<file path="config.mk">
export PLATFORM = sky130hd
export DESIGN_NAME = cau_prep
export DESIGN_NICKNAME = d
export VERILOG_FILES = /design/src/hw/rtl/cau_pkg.sv /design/src/hw/rtl/cau_prep.sv
export SDC_FILE = /design/constraint.sdc
export NUM_CORES = 1
export LEC_CHECK = 0
export BUFFER_PORTS_ARGS = -buffer_cell sky130_fd_sc_hd__buf_2
export CELL_PAD_IN_SITES_DETAIL_PLACEMENT = 0
export CELL_PAD_IN_SITES_GLOBAL_PLACEMENT = 1
export CORE_AREA = 2 2 256 258
export DETAILED_ROUTE_END_ITERATION = 12
export DIE_AREA = 0 0 258 260
export PLACE_DENSITY = 0.54
export RECOVER_POWER = 50
export REMOVE_ABC_BUFFERS = 1
export SETUP_SLACK_MARGIN = 0.02
export SKIP_LAST_GASP = 1
export SLEW_MARGIN = 20
export SYNTH_ARGS = -nofsm -noshare
export SYNTH_HDL_FRONTEND = slang
export SYNTH_SLANG_ARGS = --single-unit
</file>
<file path="constraint.sdc">
create_clock -name clk -period 24.5 [get_ports clk]
set_input_delay 4.9 -clock clk [delete_from_list [all_inputs] [get_ports clk]]
set_output_delay 4.9 -clock clk [all_outputs]
set_load 0.03 [all_outputs]
</file>
<file path="src/hw/rtl/cau_pkg.sv">
// ----------------------------------------------------------------------------
// cau_pkg: shared types and constants of the complex arithmetic unit
// Opcodes, status codes, pipeline payloads and per-lane divider helpers.
// ----------------------------------------------------------------------------
package cau_pkg;

  localparam int XW         = 32;          // operand / result word
  localparam int PW         = 2 * XW;      // product width
  localparam int SW         = PW + 2;      // exact sum of two products
  localparam int DEN_W      = PW;          // divisor width
  localparam int QB         = XW;          // quotient bits computed
  localparam int DIV_STEPS  = 2;           // quotient bits per divider stage
  localparam int DIV_STAGES = QB / DIV_STEPS;

  localparam logic [2:0] OP_ADD  = 3'd0;
  localparam logic [2:0] OP_SUB  = 3'd1;
  localparam logic [2:0] OP_MUL  = 3'd2;
  localparam logic [2:0] OP_DIV  = 3'd3;
  localparam logic [2:0] OP_ADDR = 3'd4;
  localparam logic [2:0] OP_MULR = 3'd5;
  localparam logic [2:0] OP_DIVR = 3'd6;

  localparam logic [1:0] ST_OK  = 2'd0;
  localparam logic [1:0] ST_DZ  = 2'd1;
  localparam logic [1:0] ST_SAT = 2'd2;

  typedef logic signed [XW-1:0] word_t;

  typedef struct packed {
    logic [2:0] op;
    word_t      a_re;
    word_t      a_im;
    word_t      b_re;
    word_t      b_im;
  } cau_req_t;

  typedef struct packed {
    logic [2:0]           op;
    word_t                a_re;
    word_t                a_im;
    word_t                b_re;
    word_t                b_im;
    logic signed [PW-1:0] p_rr;   // a_re * b_re
    logic signed [PW-1:0] p_ii;   // a_im * b_im
    logic signed [PW-1:0] p_ri;   // a_re * b_im
    logic signed [PW-1:0] p_ir;   // a_im * b_re
    logic signed [PW-1:0] s_rr;   // b_re^2
    logic signed [PW-1:0] s_ii;   // b_im^2
  } cau_prod_t;

  typedef struct packed {
    logic [2:0]           op;
    logic signed [XW:0]   lin_re;
    logic signed [XW:0]   lin_im;
    logic signed [SW-1:0] wide_re;  // product sum or divide numerator
    logic signed [SW-1:0] wide_im;
    logic [DEN_W-1:0]     den;
  } cau_sum_t;

  typedef struct packed {
    logic             neg;
    logic             ovf;          // quotient known to be >= 2^QB
    logic [DEN_W-1:0] rem;
    logic [QB-1:0]    nlo;          // numerator bits still to shift in
    logic [QB-1:0]    quo;
  } cau_lane_t;

  typedef struct packed {
    logic [2:0]       op;
    logic             dz;
    logic             sat;
    word_t            re;
    word_t            im;
    logic [DEN_W-1:0] den;
    cau_lane_t        lr;
    cau_lane_t        li;
  } cau_pipe_t;

  typedef struct packed {
    logic [1:0] status;
    word_t      re;
    word_t      im;
  } cau_res_t;

  // saturate a wide signed value to one word; top bit is the saturation flag
  function automatic logic [XW:0] clamp_w(input logic signed [SW-1:0] v);
    logic ov;
    logic [XW-1:0] w;
    ov = !((&v[SW-1:XW-1]) || !(|v[SW-1:XW-1]));
    if (ov) begin
      w = v[SW-1] ? {1'b1, {(XW-1){1'b0}}} : {1'b0, {(XW-1){1'b1}}};
    end else begin
      w = v[XW-1:0];
    end
    return {ov, w};
  endfunction

  // one restoring division step
  function automatic cau_lane_t div_step(input cau_lane_t l, input logic [DEN_W-1:0] d);
    logic [DEN_W:0] t;
    cau_lane_t o;
    o = l;
    t = {l.rem, l.nlo[QB-1]};
    if (t >= {1'b0, d}) begin
      o.rem = DEN_W'(t - {1'b0, d});
      o.quo = {l.quo[QB-2:0], 1'b1};
    end else begin
      o.rem = t[DEN_W-1:0];
      o.quo = {l.quo[QB-2:0], 1'b0};
    end
    o.nlo = {l.nlo[QB-2:0], 1'b0};
    return o;
  endfunction

  // limit, sign and saturation flag of a finished quotient
  function automatic logic [XW:0] div_finish(input cau_lane_t l);
    logic [QB-1:0] lim;
    logic [QB-1:0] qv;
    logic sat;
    lim = l.neg ? {1'b1, {(QB-1){1'b0}}} : {1'b0, {(QB-1){1'b1}}};
    sat = l.ovf || (l.quo > lim);
    qv  = sat ? lim : l.quo;
    return {sat, (l.neg ? XW'(-qv) : XW'(qv))};
  endfunction

endpackage

</file>
<file path="src/hw/rtl/cau_prep.sv">
// ----------------------------------------------------------------------------
// cau_prep: scaling, clamping and divider setup
// Finishes add/sub/multiply results and loads both divider lanes.
// ----------------------------------------------------------------------------
module cau_prep #(
  parameter int FRAC_BITS = 16
) (
  input  logic               clk,
  input  logic               rst,
  input  logic               in_valid,
  output logic               in_ready,
  input  cau_pkg::cau_sum_t  in_data,
  output logic               out_valid,
  input  logic               out_ready,
  output cau_pkg::cau_pipe_t out_data
);
  import cau_pkg::*;

  localparam int NW = DEN_W + FRAC_BITS;

  cau_pipe_t pipe;
  cau_pipe_t pipe_next;
  logic      vld;

  function automatic cau_lane_t lane_init(input logic signed [SW-1:0] num,
                                          input logic [DEN_W-1:0] d);
    logic signed [SW-1:0] mag;
    logic [NW-1:0] nn;
    logic [NW-QB-1:0] hi;
    cau_lane_t l;
    mag   = num[SW-1] ? -num : num;
    nn    = NW'(mag[DEN_W-1:0]) << FRAC_BITS;
    hi    = nn[NW-1:QB];
    l.neg = num[SW-1];
    l.ovf = DEN_W'(hi) >= d;
    l.rem = DEN_W'(hi);
    l.nlo = nn[QB-1:0];
    l.quo = '0;
    return l;
  endfunction

  assign in_ready  = !vld || out_ready;
  assign out_valid = vld;
  assign out_data  = pipe;

  always_comb begin
    logic [XW:0] cre;
    logic [XW:0] cim;
    logic is_div;
    is_div         = (in_data.op == OP_DIV) || (in_data.op == OP_DIVR);
    pipe_next      = '0;
    pipe_next.op   = in_data.op;
    pipe_next.den  = in_data.den;
    pipe_next.dz   = is_div && (in_data.den == '0);
    pipe_next.lr   = lane_init(in_data.wide_re, in_data.den);
    pipe_next.li   = lane_init(in_data.wide_im, in_data.den);
    cre = clamp_w(in_data.wide_re >>> FRAC_BITS);
    cim = clamp_w(in_data.wide_im >>> FRAC_BITS);
    if (in_data.op == OP_ADD || in_data.op == OP_SUB || in_data.op == OP_ADDR) begin
      cre = clamp_w(SW'(in_data.lin_re));
      cim = clamp_w(SW'(in_data.lin_im));
    end
    if (in_data.op == OP_ADD || in_data.op == OP_SUB || in_data.op == OP_ADDR ||
        in_data.op == OP_MUL || in_data.op == OP_MULR) begin
      pipe_next.re  = cre[XW-1:0];
      pipe_next.im  = cim[XW-1:0];
      pipe_next.sat = cre[XW] || cim[XW];
    end
  end

  always_ff @(posedge clk) begin
    if (rst) begin
      vld <= 1'b0;
    end else if (in_ready) begin
      vld <= in_valid;
    end
  end

  always_ff @(posedge clk) begin
    if (in_ready && in_valid) begin
      pipe <= pipe_next;
    end
  end

endmodule

</file>
After elaboration in Yosys (flattened, before gate mapping)
Cells that the tools add are included.
- register bits: 266
- magnitude comparators: 2
- reduce and logical (&&, ||, !) cells: 32
- eq/ne operators: 6
- add/sub/neg operators: 2
- muxes and demuxes: 12
- operators by type and width (cell ; number):
    32-bit 2-to-1 mux ; 8
    48-bit by 64-bit greater-or-equal comparator with 1-bit output ; 2
    64-bit 2-to-1 mux ; 2
    64-bit negation ; 2
    33-bit 2-to-1 mux ; 2
    64-bit zero test ; 1
    19-bit AND reduction ; 2
    19-bit OR reduction ; 2
    1-bit logical OR ; 11
    3-bit equality test, second input constant ; 3
    1-bit zero test ; 9
    3-bit by 2-bit equality test with 1-bit output, second input constant ; 2
    2-bit AND reduction ; 2
    2-bit OR reduction ; 2
    3-bit by 1-bit equality test with 1-bit output, second input constant ; 1
    3-bit zero test ; 1
    1-bit logical AND ; 2

Longest topological paths before layout
- depth in word-level cells: 6
- gate-level depth with buffers: 15
- gate-level depth less buffers: 15

Worst setup path before layout
OpenSTA, ideal clock, no wires.
- path type: input port to flip-flop
- start: input out_ready
- end: register pipe (netlist bit out_data[100]), enable pin
- cell stages on the path: 2
- buffers on the path: 0
- required time: 23.842 ns
- data arrival time: 11.287 ns
- slack: 12.555 ns
- cell sequence: nand2b_1 > and2_1
- word-level cells in the longest chain between the ends: 2
- ends and longest elaborated chain (item ; line ; source):
    from (decl) ; cau_prep.sv:14 ; input logic out_ready,
    1-bit logical OR ; cau_prep.sv:42 ; assign in_ready = !vld || out_ready;
    1-bit logical AND ; cau_prep.sv:80 ; if (in_ready && in_valid) begin
    to (signal assigned) ; cau_prep.sv:81 ; pipe <= pipe_next;
    to (decl) ; cau_prep.sv:21 ; cau_pipe_t pipe;
No other way between the ends.
A chain may end at the register's enable or synchronous reset.

Worst setup path in the final report
- start: input out_ready
- end: output in_ready
- word-level cells in the longest chain between the ends: 1
- ends and longest elaborated chain (item ; line ; source):
    1-bit logical OR ; cau_prep.sv:42 ;
    to (decl) ; cau_prep.sv:11 ; output logic in_ready,
No other way between the ends.

==> results.toml <==
[run_status]
status = "finished, violations left"
failed_checks = "max-capacitance violations, max-slew violations"

[setup_path]
reg2reg_depth = 3
crit_type = "input pin to output port"
critPathTopFamily = "buffers and inverters"
slowest_delay_ps = 190
crit_chain = "buf_2 -> nand2b_1 -> buf_2"
crit_slowest_cell = "buf_2"
cp_num_buf_inv = 2
critPathMaxFanout = 3
required_ps = 19600
endpoint_kind = "output port"
crit_top_cell = "buf_2"
path_depth = 3
start_kind = "input pin"
arrival_ps = 5330

[power_and_ir_drop]
p_int_uw = 953
power.switching_uw = 449
pwr_density_cell_mw_per_mm2 = 72.3
share_comb_of_total_power_pct = 21.8
p_sw_share_pct = 32.0
seq_power_share_pct = 39.7
leakagePower_nw = 7.21
p_clk_share_pct = 38.5
peakVddDrop_mv = 0.0362

[synthesis]
synthCells = 1375
synth_area_per_cell_um2 = 11.2
yosysTopAreaCellShare_pct = 51.5
yosysTopAreaCell = "edfxtp_1"
synth_edf_count = 265
synth_cell_types = 46
ys_ff_latch = 266
ys.flop_type = "edfxtp_1"
async_reset_ff_share_pct = 0
seq_area_frac_synth_pct = 51.7
syn_area_mm2 = 0.0154
yosys-top-cells-area = "edfxtp_1 (52%), ha_1 (8.3%), xnor2_1 (6.8%), buf_4 (6.2%), nand2_1 (3.6%)"
ys.warnings.count = 0

[flow_run]
drv_cap = 3

[layout]
final_cells = 2789
final_cell_area_mm2 = 0.0194
layout_common_cells = "clkbuf_1 (331), edfxtp_1 (265), buf_2 (209)"
nets = 2279
drive_gt1_share_pct = 15.3
final_common_cell = "clkbuf_1"
fin_util_pct = 30.3
areaGrowthSynthToFinish_pct = 25.6

[worst_hold_path]
hold_path.class = "flip-flop to flip-flop"
min_path_cells = 2

[placement]
place_congestion = 0.851
dp_hpwl_mm = 51.7
placed_cell_area_mm2 = 0.0186
port-buffer-count = 535
dp.cells = 2725

[drt]
firstDrtPassIters = 5
drt_iter0_drc = 827
via_count = 12800
wl_met2_mm = 31.4
routed_via_density = 4.59
drc_errors = 0
top_layer_used = "met5"
totalWireLength_mm = 64.0
wl_met3_mm = 4.40
met1_length_mm = 26.5
antenna_left = 0
routedWlPerCell_um = 22.9

[cts]
hold_buffers = 0
cts_setup_buffers = 0
clk_pin_slew_ps = 50
htreeDepth = 2
numCtsBuffers = 36
clockBufferDepth = 3
cts.sink_count = 266
cts_tree = "built"
root_buffer = "clkbuf_16"
ctsResizeCount = 0
clock_latency_ps = 550

[timing]
fmax_mhz = 97.7
slew_headroom_pct = -128
setup_viol = 0
hold_ws_ps = 526
rsz0062_at_grt = "no"
fin_setup_tns_ps = 0
clock_skew_ps = 19.1
hold_viol = 0
min_period_ps = 10230
period_share_pct = 41.8
slew_viol_final = 147
worstMarginPinSlew_ps = 3430

[floorplan]
initial_core_util_pct = 24.1
core_area_mm2 = 0.0641
die_y_um = 260
dieWidth_um = 258
die-area_mm2 = 0.0671
rows = 93
io_pins = 664

[global_route]
grt_pass1_vias = 12500
antenna_found_initial = 9
grt_start_max_net_pins = 157
grt-ovfl-total = 0
grt_pass1_wl_mm = 88.5
globalRouteTotalUtil_pct = 18.2
## registers in the layout (all words and copies together), names as in the netlist
signal	cells
out_valid	1
out_data	265
## power by group through the flow
stage / registers [mW] / clock network [mW] / logic, mW
global placement: 0.565 / 0 / 0.315
finish: 0.557 / 0.540 / 0.306
detailed placement: 0.565 / 0 / 0.319
floorplan: 0.640 / 0 / 0.122
CTS: 0.555 / 0.556 / 0.319
global route: 0.560 / 0.570 / 0.332
## per-stage QoR
stage                     power, mW  setup slack, ps
after floorplan               0.762            12550
after global placement        0.880            14260
after detailed placement      0.883            14230
after CTS                      1.43            14260
after global routing           1.46            14220
final                          1.40            14270
## final cells by class
cell class | instances | area (um^2)
tap | 855 | 1070
fill | 6811 | 44700
inverter | 70 | 263
timing repair buffer | 546 | 2360
clock inverter | 21 | 241
multi-input combinational | 988 | 6550
sequential | 266 | 7980
antenna | 3 | 7.51
clock buffer | 40 | 937
## synthesized netlist by cell type (3+ instances only)
| library cell | n |
|---|---|
| edfxtp_1 | 265 |
| nand2_1 | 150 |
| buf_4 | 128 |
| xnor2_1 | 120 |
| ha_1 | 102 |
| a21oi_1 | 71 |
| inv_1 | 70 |
| o21ai_0 | 62 |
| clkbuf_1 | 48 |
| nand4_1 | 34 |
| o21a_1 | 34 |
| a221oi_1 | 33 |
| o31ai_1 | 32 |
| nor4_1 | 31 |
| nor2_1 | 26 |
| o41ai_1 | 24 |
| or4_1 | 22 |
| nor3_1 | 18 |
| nand3_1 | 16 |
| or3_1 | 14 |
| or2_2 | 10 |
| a21o_1 | 8 |
| nand2b_1 | 8 |
| a211oi_1 | 4 |
| a31oi_1 | 4 |
| nand4b_1 | 4 |
| xor2_1 | 4 |
| and4_1 | 3 |
| nor2b_1 | 3 |
| or4_4 | 3 |
## tightest hold or removal path: stages (launching register included)
cell and delay [ps]:
dfxtp_1 310, nand2b_1 100, a21oi_1 80
## metal layers
layer | up-vias | track usage (%)
met5 | - | 0
met4 | 12 | 5.35
li1 | 5976 | -
met1 | 6209 | 22.5
met2 | 521 | 31.7
met3 | 86 | 4.18
## worst paths after layout
path / to / slack [ps] / startpoint
max reg2reg: out_data[314] / 20170 / out_valid
min: out_valid / 530 / out_valid
min reg2reg: out_valid / 530 / out_valid
max: in_ready / 14270 / out_ready
## logic make-up after synthesis
logic type      share of synthesized area [%]
simple gates                             11.4
xor+xnor                                 7.03
buf+inv                                  9.19
other cells                            0.0243
flops                                    51.7
fa+ha+maj                                8.26
compound gates                           12.4
Power figures use the tool's default switching activity.
