==> src/hw/rtl/cau_pkg.sv <==
// ----------------------------------------------------------------------------
// cau_pkg: shared types and constants of the complex arithmetic unit
// Opcodes, status codes, pipeline payloads and per-lane divider helpers.
// ----------------------------------------------------------------------------
package cau_pkg;

  localparam int XW         = 32;          // operand / result word
  localparam int PW         = 2 * XW;      // product width
  localparam int SW         = PW + 2;      // exact sum of two products
  localparam int DEN_W      = PW;          // divisor width
  localparam int QB         = XW;          // quotient bits computed
  localparam int DIV_STEPS  = 2;           // quotient bits per divider stage
  localparam int DIV_STAGES = QB / DIV_STEPS;

  localparam logic [2:0] OP_ADD  = 3'd0;
  localparam logic [2:0] OP_SUB  = 3'd1;
  localparam logic [2:0] OP_MUL  = 3'd2;
  localparam logic [2:0] OP_DIV  = 3'd3;
  localparam logic [2:0] OP_ADDR = 3'd4;
  localparam logic [2:0] OP_MULR = 3'd5;
  localparam logic [2:0] OP_DIVR = 3'd6;

  localparam logic [1:0] ST_OK  = 2'd0;
  localparam logic [1:0] ST_DZ  = 2'd1;
  localparam logic [1:0] ST_SAT = 2'd2;

  typedef logic signed [XW-1:0] word_t;

  typedef struct packed {
    logic [2:0] op;
    word_t      a_re;
    word_t      a_im;
    word_t      b_re;
    word_t      b_im;
  } cau_req_t;

  typedef struct packed {
    logic [2:0]           op;
    word_t                a_re;
    word_t                a_im;
    word_t                b_re;
    word_t                b_im;
    logic signed [PW-1:0] p_rr;   // a_re * b_re
    logic signed [PW-1:0] p_ii;   // a_im * b_im
    logic signed [PW-1:0] p_ri;   // a_re * b_im
    logic signed [PW-1:0] p_ir;   // a_im * b_re
    logic signed [PW-1:0] s_rr;   // b_re^2
    logic signed [PW-1:0] s_ii;   // b_im^2
  } cau_prod_t;

  typedef struct packed {
    logic [2:0]           op;
    logic signed [XW:0]   lin_re;
    logic signed [XW:0]   lin_im;
    logic signed [SW-1:0] wide_re;  // product sum or divide numerator
    logic signed [SW-1:0] wide_im;
    logic [DEN_W-1:0]     den;
  } cau_sum_t;

  typedef struct packed {
    logic             neg;
    logic             ovf;          // quotient known to be >= 2^QB
    logic [DEN_W-1:0] rem;
    logic [QB-1:0]    nlo;          // numerator bits still to shift in
    logic [QB-1:0]    quo;
  } cau_lane_t;

  typedef struct packed {
    logic [2:0]       op;
    logic             dz;
    logic             sat;
    word_t            re;
    word_t            im;
    logic [DEN_W-1:0] den;
    cau_lane_t        lr;
    cau_lane_t        li;
  } cau_pipe_t;

  typedef struct packed {
    logic [1:0] status;
    word_t      re;
    word_t      im;
  } cau_res_t;

  // saturate a wide signed value to one word; top bit is the saturation flag
  function automatic logic [XW:0] clamp_w(input logic signed [SW-1:0] v);
    logic ov;
    logic [XW-1:0] w;
    ov = !((&v[SW-1:XW-1]) || !(|v[SW-1:XW-1]));
    if (ov) begin
      w = v[SW-1] ? {1'b1, {(XW-1){1'b0}}} : {1'b0, {(XW-1){1'b1}}};
    end else begin
      w = v[XW-1:0];
    end
    return {ov, w};
  endfunction

  // one restoring division step
  function automatic cau_lane_t div_step(input cau_lane_t l, input logic [DEN_W-1:0] d);
    logic [DEN_W:0] t;
    cau_lane_t o;
    o = l;
    t = {l.rem, l.nlo[QB-1]};
    if (t >= {1'b0, d}) begin
      o.rem = DEN_W'(t - {1'b0, d});
      o.quo = {l.quo[QB-2:0], 1'b1};
    end else begin
      o.rem = t[DEN_W-1:0];
      o.quo = {l.quo[QB-2:0], 1'b0};
    end
    o.nlo = {l.nlo[QB-2:0], 1'b0};
    return o;
  endfunction

  // limit, sign and saturation flag of a finished quotient
  function automatic logic [XW:0] div_finish(input cau_lane_t l);
    logic [QB-1:0] lim;
    logic [QB-1:0] qv;
    logic sat;
    lim = l.neg ? {1'b1, {(QB-1){1'b0}}} : {1'b0, {(QB-1){1'b1}}};
    sat = l.ovf || (l.quo > lim);
    qv  = sat ? lim : l.quo;
    return {sat, (l.neg ? XW'(-qv) : XW'(qv))};
  endfunction

endpackage

==> src/hw/rtl/cau_out.sv <==
// ----------------------------------------------------------------------------
// cau_out: result select and output register
// Saturates quotients, applies divide-by-zero and builds the status.
// ----------------------------------------------------------------------------
module cau_out (
  input  logic               clk,
  input  logic               rst,
  input  logic               in_valid,
  output logic               in_ready,
  input  cau_pkg::cau_pipe_t in_data,
  output logic               out_valid,
  input  logic               out_ready,
  output cau_pkg::cau_res_t  out_data
);
  import cau_pkg::*;

  cau_res_t res;
  cau_res_t res_next;
  logic     vld;

  assign in_ready  = !vld || out_ready;
  assign out_valid = vld;
  assign out_data  = res;

  always_comb begin
    logic [XW:0] qre;
    logic [XW:0] qim;
    qre = div_finish(in_data.lr);
    qim = div_finish(in_data.li);
    res_next.re     = in_data.re;
    res_next.im     = in_data.im;
    res_next.status = in_data.sat ? ST_SAT : ST_OK;
    if (in_data.op == OP_DIV || in_data.op == OP_DIVR) begin
      if (in_data.dz) begin
        res_next.re     = '0;
        res_next.im     = '0;
        res_next.status = ST_DZ;
      end else begin
        res_next.re     = qre[XW-1:0];
        res_next.im     = qim[XW-1:0];
        res_next.status = (qre[XW] || qim[XW]) ? ST_SAT : ST_OK;
      end
    end
  end

  always_ff @(posedge clk) begin
    if (rst) begin
      vld <= 1'b0;
    end else if (in_ready) begin
      vld <= in_valid;
    end
  end

  always_ff @(posedge clk) begin
    if (in_ready && in_valid) begin
      res <= res_next;
    end
  end

endmodule

==> config.mk <==
export PLATFORM = sky130hd
export DESIGN_NAME = cau_out
export DESIGN_NICKNAME = d
export VERILOG_FILES = /design/src/hw/rtl/cau_pkg.sv /design/src/hw/rtl/cau_out.sv
export SDC_FILE = /design/constraint.sdc
export NUM_CORES = 1
export LEC_CHECK = 0
export ABC_AREA = 1
export BUFFER_PORTS_ARGS = -buffer_cell sky130_fd_sc_hd__buf_2
export CAP_MARGIN = 15
export CORE_AREA = 2 2 182 184
export CTS_CLUSTER_SIZE = 30
export DETAILED_ROUTE_END_ITERATION = 10
export DIE_AREA = 0 0 184 186
export GPL_TIMING_DRIVEN = 0
export PLACE_DENSITY = 0.48
export SYNTH_ARGS = -nofsm -noshare
export SYNTH_HDL_FRONTEND = slang
export SYNTH_SLANG_ARGS = --single-unit
export TNS_END_PERCENT = 20
==> constraint.sdc <==
create_clock -name clk -period 4.61 [get_ports clk]
set_input_delay 0 -clock clk [delete_from_list [all_inputs] [get_ports clk]]
set_output_delay 0 -clock clk [all_outputs]
set_load 0.02 [all_outputs]
==> Yosys cells after proc, flatten, opt, wreduce, memory -nomap -nowiden <==
Index checks and enable logic that the tools add are counted.
{ "classes": {"addsub": 2, "multipliers": 0, "div": 0, "order_cmp": 2, "n_eq_ne": 2, "shift": 0, "n_mux": 10, "bitwise_logic": 0, "reduce_logical": 7} }
{ "op_table": {"columns": ["operator", "count"], "rows": [
  ["$mux W32", 6],
  ["$mux W66", 2],
  ["$gt A32 B32 Y1", 2],
  ["$neg A32 Y32", 2],
  ["$logic_or A1 B1 Y1", 5],
  ["$mux W2", 2],
  ["$eq A3 B2 Y1 const B", 1],
  ["$eq A3 B3 Y1 const B", 1],
  ["$logic_and A1 B1 Y1", 1],
  ["$logic_not A1 Y1", 1]
]} }
{ "word_totals": {"register_bits": 67, "latch_bits": 0, "mem_bits_rw": 0, "romBits": 0, "input_bits": 397, "out_inout_bits": 68, "word_cells": 27, "mem_count": 0} }

==> Logic depth before layout (Yosys ltp) <==
Gate-level depths: netlist of run 1.
{ "logic_depth": {"word_depth": 8, "mapped_depth": 30, "depth_no_buf": 29} }

==> Least setup slack after synthesis of run 1 <==
No wires, ideal clock.
{ "synth_path": {"path_type": "reg-to-reg", "start": "reg vld (netlist: out_valid)", "end": "reg res (netlist bit out_data[0]) (enable)", "setup_time_ps": 512, "arrival_time_ps": 3633, "t_required_ps": 4098, "path_slack_ps": 465, "stages_incl_launch_ff": 2, "n_path_buf": 0, "period_less_slack_ps": 4145, "path_cell_list": "dfxtp_1 -> a21oi_1"} }
{ "synth_via": {"elab_chain_cells": 3} }
{ "synth_lines": {"columns": ["element", "line_no", "text"], "rows": [
  ["start, declared", "cau_out.sv:19", "logic vld;"],
  ["start signal, assigned", "cau_out.sv:50", "vld <= in_valid;"],
  ["$logic_not A1 Y1", "cau_out.sv:21", "assign in_ready = !vld || out_ready;"],
  ["$logic_or A1 B1 Y1", "cau_out.sv:21", null],
  ["$logic_and A1 B1 Y1", "cau_out.sv:55", "if (in_ready && in_valid) begin"],
  ["end signal, assigned", "cau_out.sv:56", "res <= res_next;"],
  ["end, declared", "cau_out.sv:17", "cau_res_t res;"]
]} }
No other way between the ends.
A chain may end at the register's enable or synchronous reset.

==> flow_summary.ini, run 1 <==
[status]
outcome = complete, no violations

[pwr]
p_leak_nw = 4.728
power_density_nw_per_um2 = 262.0
total_power_w = 0.002495
peakVddDrop_mv = 0.1737

[floorplan]
die_h_um = 186
num_rows = 66
die-area_um2 = 34220
io_pins = 465
fp.dieW_um = 184
initial_utilization = 0.2196
core_area_um2 = 32210

[logic_synthesis]
synthDominantCellAreaShare = 0.2803
netlist_instances = 1028
synth-async-reset-ratio = 0
synth.avg_cell_area_um2 = 6.879
synthTopCellsByArea = edfxtp_1 28%, nand2_1 17%, ha_1 12%
syn-num-nets = 1491
ys_types = 45
syn_area_um2 = 7072
yosysTopAreaCell = edfxtp_1
synth_ff_type = edfxtp_1
ys_ff_latch = 67
yosysWarnings = 0
synth_edf_count = 66
yosysSeqAreaShare = 0.2831

[global_route]
gr-total-overflow = 0
grtUsageTotal = 0.1882
grt_pass1_vias = 7649
grt_pass1_wl_mm = 47.15
grt_start_max_net_pins = 33
antenna_found_initial = 5

[final_layout]
fin_cells = 1716
fill_cells = 3672
area_delta_synth_final_pct = 34.66
final_common_cell = nand2_1
final_cell_mix = 327 x nand2_1, 218 x buf_2, 131 x nand3_1, 91 x nor2_1, 73 x inv_1
nets = 1763
drive_above_1_share = 0.2291

[clock_tree]
cts_root_buf = clkbuf_16
clk_latency_ns = 0.35
cts_tree = done
clock_tree.buffer_depth = 2
htree_levels = 3
cts_sinks = 67
numCtsBuffers = 9
clk_pin_slew_worst_paths_ns = 0.07

[sta]
worst_pin_slew_ns = 0.9624
final_max_slew_viol_count = 0
max_clock_freq_mhz = 244.8
worst_clock_skew_ns = 0.007489
relSlewSlack = 0.3503
period_share = 0.8863
hold_viol_final = 0
fin_setup_tns_ns = 0
rsz0062_at_grt = false
period_minus_slack_ns = 4.086
setup_viol = 0

[detailed_routing]
drt_wl_total_mm = 32.14
drt_iter0_drc = 647
drc_errors = 0
vias = 8035
drt_first_pass_iters = 5
post_drt_via_cell_ratio = 4.682
ant_nets = 0
avgRoutedWirePerCell_um = 18.73

[setup_path]
cp_max_fo = 31
reg2reg_depth = 3
critPathKind = in2reg
startpoint_type = primary input
critPathRequiredTime_ns = 4.70
cp-end-kind = register
arrival_ns = 4.18

[placement]
place_inst = 1646
gp_congestion = 0.9016
place.port_buffers = 208
hpwlAfterDp_mm = 26.32

[min_path]
holdPathStages = 3
hp-class = in2reg

[flow_run]
max-cap-violations = 0
-- cell families after synthesis --
logic type	Yosys count	synth area share
adders and majority gates	66	0.1168
DFF	67	0.2831
buffers and inverters	119	0.07183
and+or+nand+nor	623	0.3992
AOI/OAI and AO/OA	152	0.1276
muxes	1	0.001592
-- final timing paths --
path / start / end / slack, ns
worst max register to register: out_valid$_SDFFE_PP0N_ / out_data[3]$_DFFE_PP_ / 2.88
worst min register to register: out_valid$_SDFFE_PP0N_ / out_data[62]$_DFFE_PP_ / 0.79
worst max-delay path: in_data[259] / out_data[42]$_DFFE_PP_ / 0.52
worst min-delay path: in_data[331] / out_data[7]$_DFFE_PP_ / 0.008
-- flip-flops by register name, indices dropped and copies added, names as in the netlist --
register,count
out_data,66
out_valid,1
-- area by class of cell --
type	instances	area [µm²]	share of cell area
clock buffers	9	225.2	0.02365
flip-flops and latches	67	2002	0.2102
well taps	408	510.5	0.05361
diodes	3	7.507	0.0007883
multi-input cells	842	4573	0.4802
clock inverters	7	101.3	0.01064
inverters	82	311.5	0.03272
repair buffers	261	1592	0.1671
plain buffers	37	200.2	0.02102
-- power breakdown --
group	total (W)	internal, W	switching [W]
Clock	0.000797	0.000478	0.000319
Sequential	0.000746	0.000733	0.0000125
Combinational	0.000952	0.000320	0.000631
-- through the flow --
step / setup WS [ns] / instance area [µm²] / utilization / hold WS [ns]
floorplan: 0.4648 / 7072 / - / 0.06907
detailed placement: -0.0005000 / 8675 / 0.2693 / 0.1748
finish: 0.5243 / 9523 / 0.2957 / 0.007913
global route: 0.2003 / 9520 / 0.2956 / 0.02137
global placement: -1.447 / 8623 / 0.2678 / 0.1590
CTS: 0.3681 / 9512 / 0.2953 / 0.00005421
-- cell usage after synthesis, types with 4 or more instances --
cell type,n
a21oi_1,44
nor3_1,5
buf_2,10
nand4_1,20
clkinv_1,5
ha_1,66
nand2_2,8
nand3_2,8
nor2_1,91
o21ai_0,51
inv_2,4
clkbuf_1,16
nor2_2,9
inv_1,73
o21ai_1,16
buf_6,5
nand2_1,327
nand2_4,5
nand3b_1,7
nand3_1,131
edfxtp_1,66
a31oi_1,5
o211ai_1,12
-- critical path, stage by stage --
cell and delay [ns]:
buf_2 0.46, buf_2 0.35, clkinvlp_4 0.35, ha_1 0.41, nand2_1 0.08, nor2_2 0.12
nand2_1 0.09, nor2_2 0.15, nand2_2 0.13, nand2_8 0.14, nand2_8 0.09, o21ai_0 0.44
ha_1 0.34, nand3_1 0.11, nand2_2 0.13, nand2_1 0.17, o21ai_0 0.49, nand2_1 0.10
-- timing repair --
item / 4_1_cts / 5_1_grt
gates resized for setup: 0 / 1
setup buffers: 0 / 0
hold buffers: 51 / 0
hold endpoints to repair: 50 / 0
setup endpoints to repair: 0 / 1
-- layer usage --
layer	up-vias	track usage	wire, µm
met2	297	0.2611	12560
li1	4055	-	-
met3	28	0.03385	2181
met1	3653	0.2917	16810
met4	2	0.04960	581
met5	-	0	13
Power figures use the tool's default switching activity.
==> run 2: changes to the inputs <==
BUFFER_PORTS_ARGS = not set   (was -buffer_cell sky130_fd_sc_hd__buf_2)
DONT_BUFFER_PORTS = 1   (was not set)
PLACE_DENSITY = 0.36   (was 0.48)
==> flow_summary.ini, run 2 (synthesis results as in run 1) <==
[min_path]
hp-class = in2reg

[clock_tree]
cts_resized = 0
hold_buffers = 72
htree_levels = 3
cts_sinks = 67
post_cts_buffers = 0
cts_root_buf = clkbuf_16
clock_tree.buffer_depth = 2
clk_pin_slew_worst_paths_ns = 0.06
cts_tree = done
numCtsBuffers = 9
clk_latency_ns = 0.36

[floorplan]
core_area_um2 = 32210
io_pins = 465
die_h_um = 186
initial_utilization = 0.2196
fp.dieW_um = 184
die-area_um2 = 34220
num_rows = 66

[final_layout]
drive_above_1_share = 0.08050
area_delta_synth_final_pct = 22.38
final_cell_mix = 327 x nand2_1, 131 x nand3_1, 91 x nor2_1, 73 x inv_1, 72 x dlygate4sd3_1
diodes = 0
nets = 1576
fill_cells = 3627
largest_register_ffs = 66
final_common_cell = nand2_1

[global_route]
grt_pass1_wl_mm = 45.66
use_met1 = 0.2310
grtUsageTotal = 0.1826
gr-total-overflow = 0
grt_start_max_net_pins = 33
grt_util_met3 = 0.06574
use_met2 = 0.2939
grt-busiest-layer = met2
antenna_found_initial = 1
grt_pass1_vias = 7268

[pwr]
power_frac_comb = 0.329
pwr-share-clk = 0.315
switching_share = 0.4003
total_power_w = 0.002306
power_density_nw_per_um2 = 266.5
p_switching_w = 0.0009232
seq_power_share = 0.356
p_int_w = 0.001383
peakVddDrop_mv = 0.1677
p_leak_nw = 3.987

[setup_path]
cp_max_fo = 31
critPathRequiredTime_ns = 4.72
critPathKind = in2reg
arrival_ns = 3.88
startpoint_type = primary input
cp-end-kind = register

[sta]
worst_clock_skew_ns = 0.01024
max_clock_freq_mhz = 265.2
setup_viol = 0
final_max_slew_viol_count = 0
fin_setup_tns_ns = 0
relSlewSlack = 0.3198
worst_pin_slew_ns = 1.008
worst_slack_ns = 0.8392
period_share = 0.8180
rsz0062_at_grt = false
hold_viol_final = 1
whs_ns = -0.006280
period_minus_slack_ns = 3.771

[detailed_routing]
drt_wl_total_mm = 30.99
vias = 7368
drc_errors = 0
post_drt_via_cell_ratio = 4.828
ant_nets = 0
drt_first_pass_iters = 5
drt_iter0_drc = 541
avgRoutedWirePerCell_um = 20.31

[placement]
place.port_buffers = 0
gp_congestion = 0.8494
hpwlAfterDp_mm = 24.82
place_ws_ns = 0.3641

[flow_run]
max-cap-violations = 0

[status]
violations = negative hold slack
outcome = finished with violations
## run 2: final timing paths
check	start	endpoint	slack, ns	cells past startpoint
setup / recovery	in_data[259]	out_data[57]$_DFFE_PP_	0.84	20
hold / removal	in_data[21]	out_data[21]$_DFFE_PP_	-0.006	3
setup reg to reg	out_valid$_SDFFE_PP0N_	out_data[36]$_DFFE_PP_	2.68	3
hold reg to reg	out_valid$_SDFFE_PP0N_	out_data[29]$_DFFE_PP_	1.00	1
## run 2: cell type report
| cell class | instances | area, µm² | share of cell area |
|---|---|---|---|
| tap | 408 | 510.5 | 0.05899 |
| multi-input combinational | 842 | 4573 | 0.5284 |
| clock buffer | 9 | 225.2 | 0.02602 |
| clock inverter | 7 | 67.56 | 0.007807 |
| timing repair buffer | 74 | 768.2 | 0.08877 |
| sequential | 67 | 2002 | 0.2313 |
| inverter | 82 | 307.8 | 0.03556 |
| buffer | 37 | 200.2 | 0.02313 |
## run 2: per-stage QoR
stage               area [µm²]    util  cells  hold slack, ns
finish                    8655  0.2687   1526       -0.006280
global route              8655  0.2687   1526         0.03823
CTS                       8655  0.2687   1526        0.003161
detailed placement        7641  0.2373   1438         0.07433
global placement          7582  0.2354   1436         0.07123
floorplan                 7072       -   1028         0.06907
## run 2: power groups by stage
stage          Sequential [W]  Clock (W)  Combinational [W]
2_1_floorplan        0.000826          0           0.000504
3_3_place_gp         0.000845          0           0.000699
3_5_place_dp         0.000835          0           0.000706
4_1_cts              0.000823   0.000750           0.000763
5_1_grt              0.000829   0.000764           0.000864
6_report             0.000821   0.000726           0.000759
## run 2: critical path, stage by stage
cell and delay (ns):
buf_2 0.20, clkinv_1 0.50, ha_1 0.51, nand2_1 0.08, nor2_2 0.12, nand2_1 0.10
nor2_2 0.15, nand2_1 0.10, nand2_4 0.11, nand2_8 0.09, buf_6 0.17, o2111ai_1 0.11
nand3_1 0.18, nor2_1 0.32, nand3_1 0.20, nor2_1 0.13, nor2_1 0.05, nand2_1 0.12
nand2_1 0.05, dlygate4sd3_1 0.54
## run 2: per-layer routing
metal | part of all wire | wire [µm] | up-vias
met5 | 0.00042 | 13 | -
met4 | 0.018 | 559 | 2
met3 | 0.10 | 3096 | 35
met2 | 0.44 | 13660 | 308
met1 | 0.44 | 13650 | 3334
li1 | - | - | 3689
==> run 3: changes to the inputs <==
PLACE_DENSITY = 0.37   (was 0.36)
clock period = 3.1 ns   (was 4.61 ns; I/O delays follow)
==> flow_summary.ini, run 3 (synthesis results as in run 1) <==
[status]
outcome = complete, no violations

[setup_path]
max_stage_delay_ns = 0.54
path_cells = inv_6 > ha_1 > nand2_1 > nor2_4 > nand2_1 > inv_1 > a21oi_4 > nand2_2 > nand2_4 > nand2_4 > nand2_8 > buf_4 > nand3_1 > nor2_2 > nand2_1 > nand2_2 > nand4_1 > nand3_1 > nand2_1 > dlygate4sd3_1
cpMostUsedCell = nand2_1
critPathKind = in2reg
cpMaxStageDelayCell = dlygate4sd3_1
startpoint_type = primary input
cp_max_fo = 32
r2r_slack_ns = 1.20
critPathRequiredTime_ns = 3.20
cp_num_buf_inv = 4
cp-end-kind = register
crit_family = simple AND/OR/NAND/NOR gates
arrival_ns = 3.04

[final_layout]
fin_cells = 1526
design_area_um2 = 8735
area_delta_synth_final_pct = 23.51
final_common_cell = nand2_1
drive_above_1_share = 0.09042
largest_register_ffs = 66
nets = 1575
final_cell_mix = 327 x nand2_1, 131 x nand3_1, 86 x nor2_1, 72 x inv_1, 70 x dlygate4sd3_1

[sta]
relSlewSlack = 0.4201
max_clock_freq_mhz = 340.6
rsz0062_at_grt = true
worst_slack_ns = 0.1642
period_share = 0.9470
final_max_slew_viol_count = 0
period_minus_slack_ns = 2.936
worst_pin_slew_ns = 0.8699
setup_viol = 0
hold_viol_final = 0
worst_clock_skew_ns = 0.009669

[placement]
place.port_buffers = 0
postPlaceCellArea_um2 = 7634
place_ws_ns = -1.098
place_inst = 1438
gp_congestion = 0.8695
hpwlAfterDp_mm = 24.84

[flow_run]
max-cap-violations = 0

[detailed_routing]
vias = 7418
drt_first_pass_iters = 7
drt_iter0_drc = 518
avgRoutedWirePerCell_um = 20.33
drc_errors = 0
drt_wl_total_mm = 31.03
ant_nets = 0
post_drt_via_cell_ratio = 4.861

[pwr]
p_leak_nw = 3.995
total_power_w = 0.003490
peakVddDrop_mv = 0.2526
power_density_nw_per_um2 = 399.6

[clock_tree]
clock_tree.buffer_depth = 2
clk_latency_ns = 0.35
numCtsBuffers = 9
cts_sinks = 67
cts_root_buf = clkbuf_16
clk_pin_slew_worst_paths_ns = 0.07
htree_levels = 3
cts_tree = done

[floorplan]
die_h_um = 186
die-area_um2 = 34220
fp.dieW_um = 184
initial_utilization = 0.2196
num_rows = 66
io_pins = 465
core_area_um2 = 32210

[global_route]
gr-total-overflow = 0
antenna_found_initial = 2
grtUsageTotal = 0.1804
grt_start_max_net_pins = 33
grt_pass1_vias = 7157
grt_pass1_wl_mm = 45.32

[min_path]
hp-class = in2reg
==> run 3: changes by cell type in the layout (fill, tap and decap cells not counted), moves of 2 or more <==
cell,before,now
a21oi_1,43,41
a21oi_4,3,5
buf_12,1,3
buf_2,10,7
buf_4,3,6
dlygate4sd3_1,72,70
inv_2,4,2
inv_4,0,2
inv_8,3,5
nor2_1,91,86
nor2_2,9,12
nor2_4,3,5
==> run 3: timing repair <==
item	4_1_cts	5_1_grt
setup buffers	2	1
setup endpoints to repair	36	25
hold buffers	70	0
pin swaps	2	3
hold endpoints to repair	64	0
resized for setup	9	15
==> run 3: power breakdown <==
part / internal [W] / switching (W) / leakage [nW]
logic: 0.000402 / 0.000747 / 3.19
registers: 0.00110 / 0.000125 / 0.656
clock network: 0.000578 / 0.000541 / 0.150
total: 0.00208 / 0.00141 / 3.99
==> run 3: cell type report <==
type	instances	area, µm²
plain buffers	35	201.4
fillers	3623	23470
repair buffers	75	763.2
clock inverters	7	73.82
flip-flops and latches	67	2002
diodes	1	2.502
clock buffers	9	225.2
well taps	408	510.5
inverters	82	321.6
multi-input cells	842	4634
==> run 3: worst paths after layout <==
| check | depth (start not counted) | start | end |
|---|---|---|---|
| max reg2reg | 3 | out_valid$_SDFFE_PP0N_ | out_data[36]$_DFFE_PP_ |
| max | 20 | in_data[129] | out_data[23]$_DFFE_PP_ |
| min reg2reg | 1 | out_valid$_SDFFE_PP0N_ | out_data[29]$_DFFE_PP_ |
| min | 3 | in_data[21] | out_data[21]$_DFFE_PP_ |
==> run 3: routing by layer <==
metal / share of wire / GRT usage / vias to the layer above
li1: - / - / 3685
met1: 0.44 / 0.2299 / 3392
met2: 0.44 / 0.2892 / 318
met3: 0.10 / 0.06848 / 21
met4: 0.013 / 0.03872 / 2
met5: 0.00023 / 0 / -
==> run 3: worst reg2reg max path: cells and delay by family, from the launching register on <==
family,cells,cell delay (ns)
compound gates,1,0.70
buf+inv,2,0.49
flops,1,0.41
==> run 3: per-stage QoR <==
stage | utilization | TNS [ns] | hold slack, ns
after floorplan | - | 0 | 0.06907
after global routing | 0.2711 | -0.01199 | 0.03516
after global placement | 0.2355 | -83.25 | 0.07176
after CTS | 0.2691 | 0 | 0.002719
after detailed placement | 0.2370 | -26.78 | 0.07391
final | 0.2712 | 0 | 0.01795
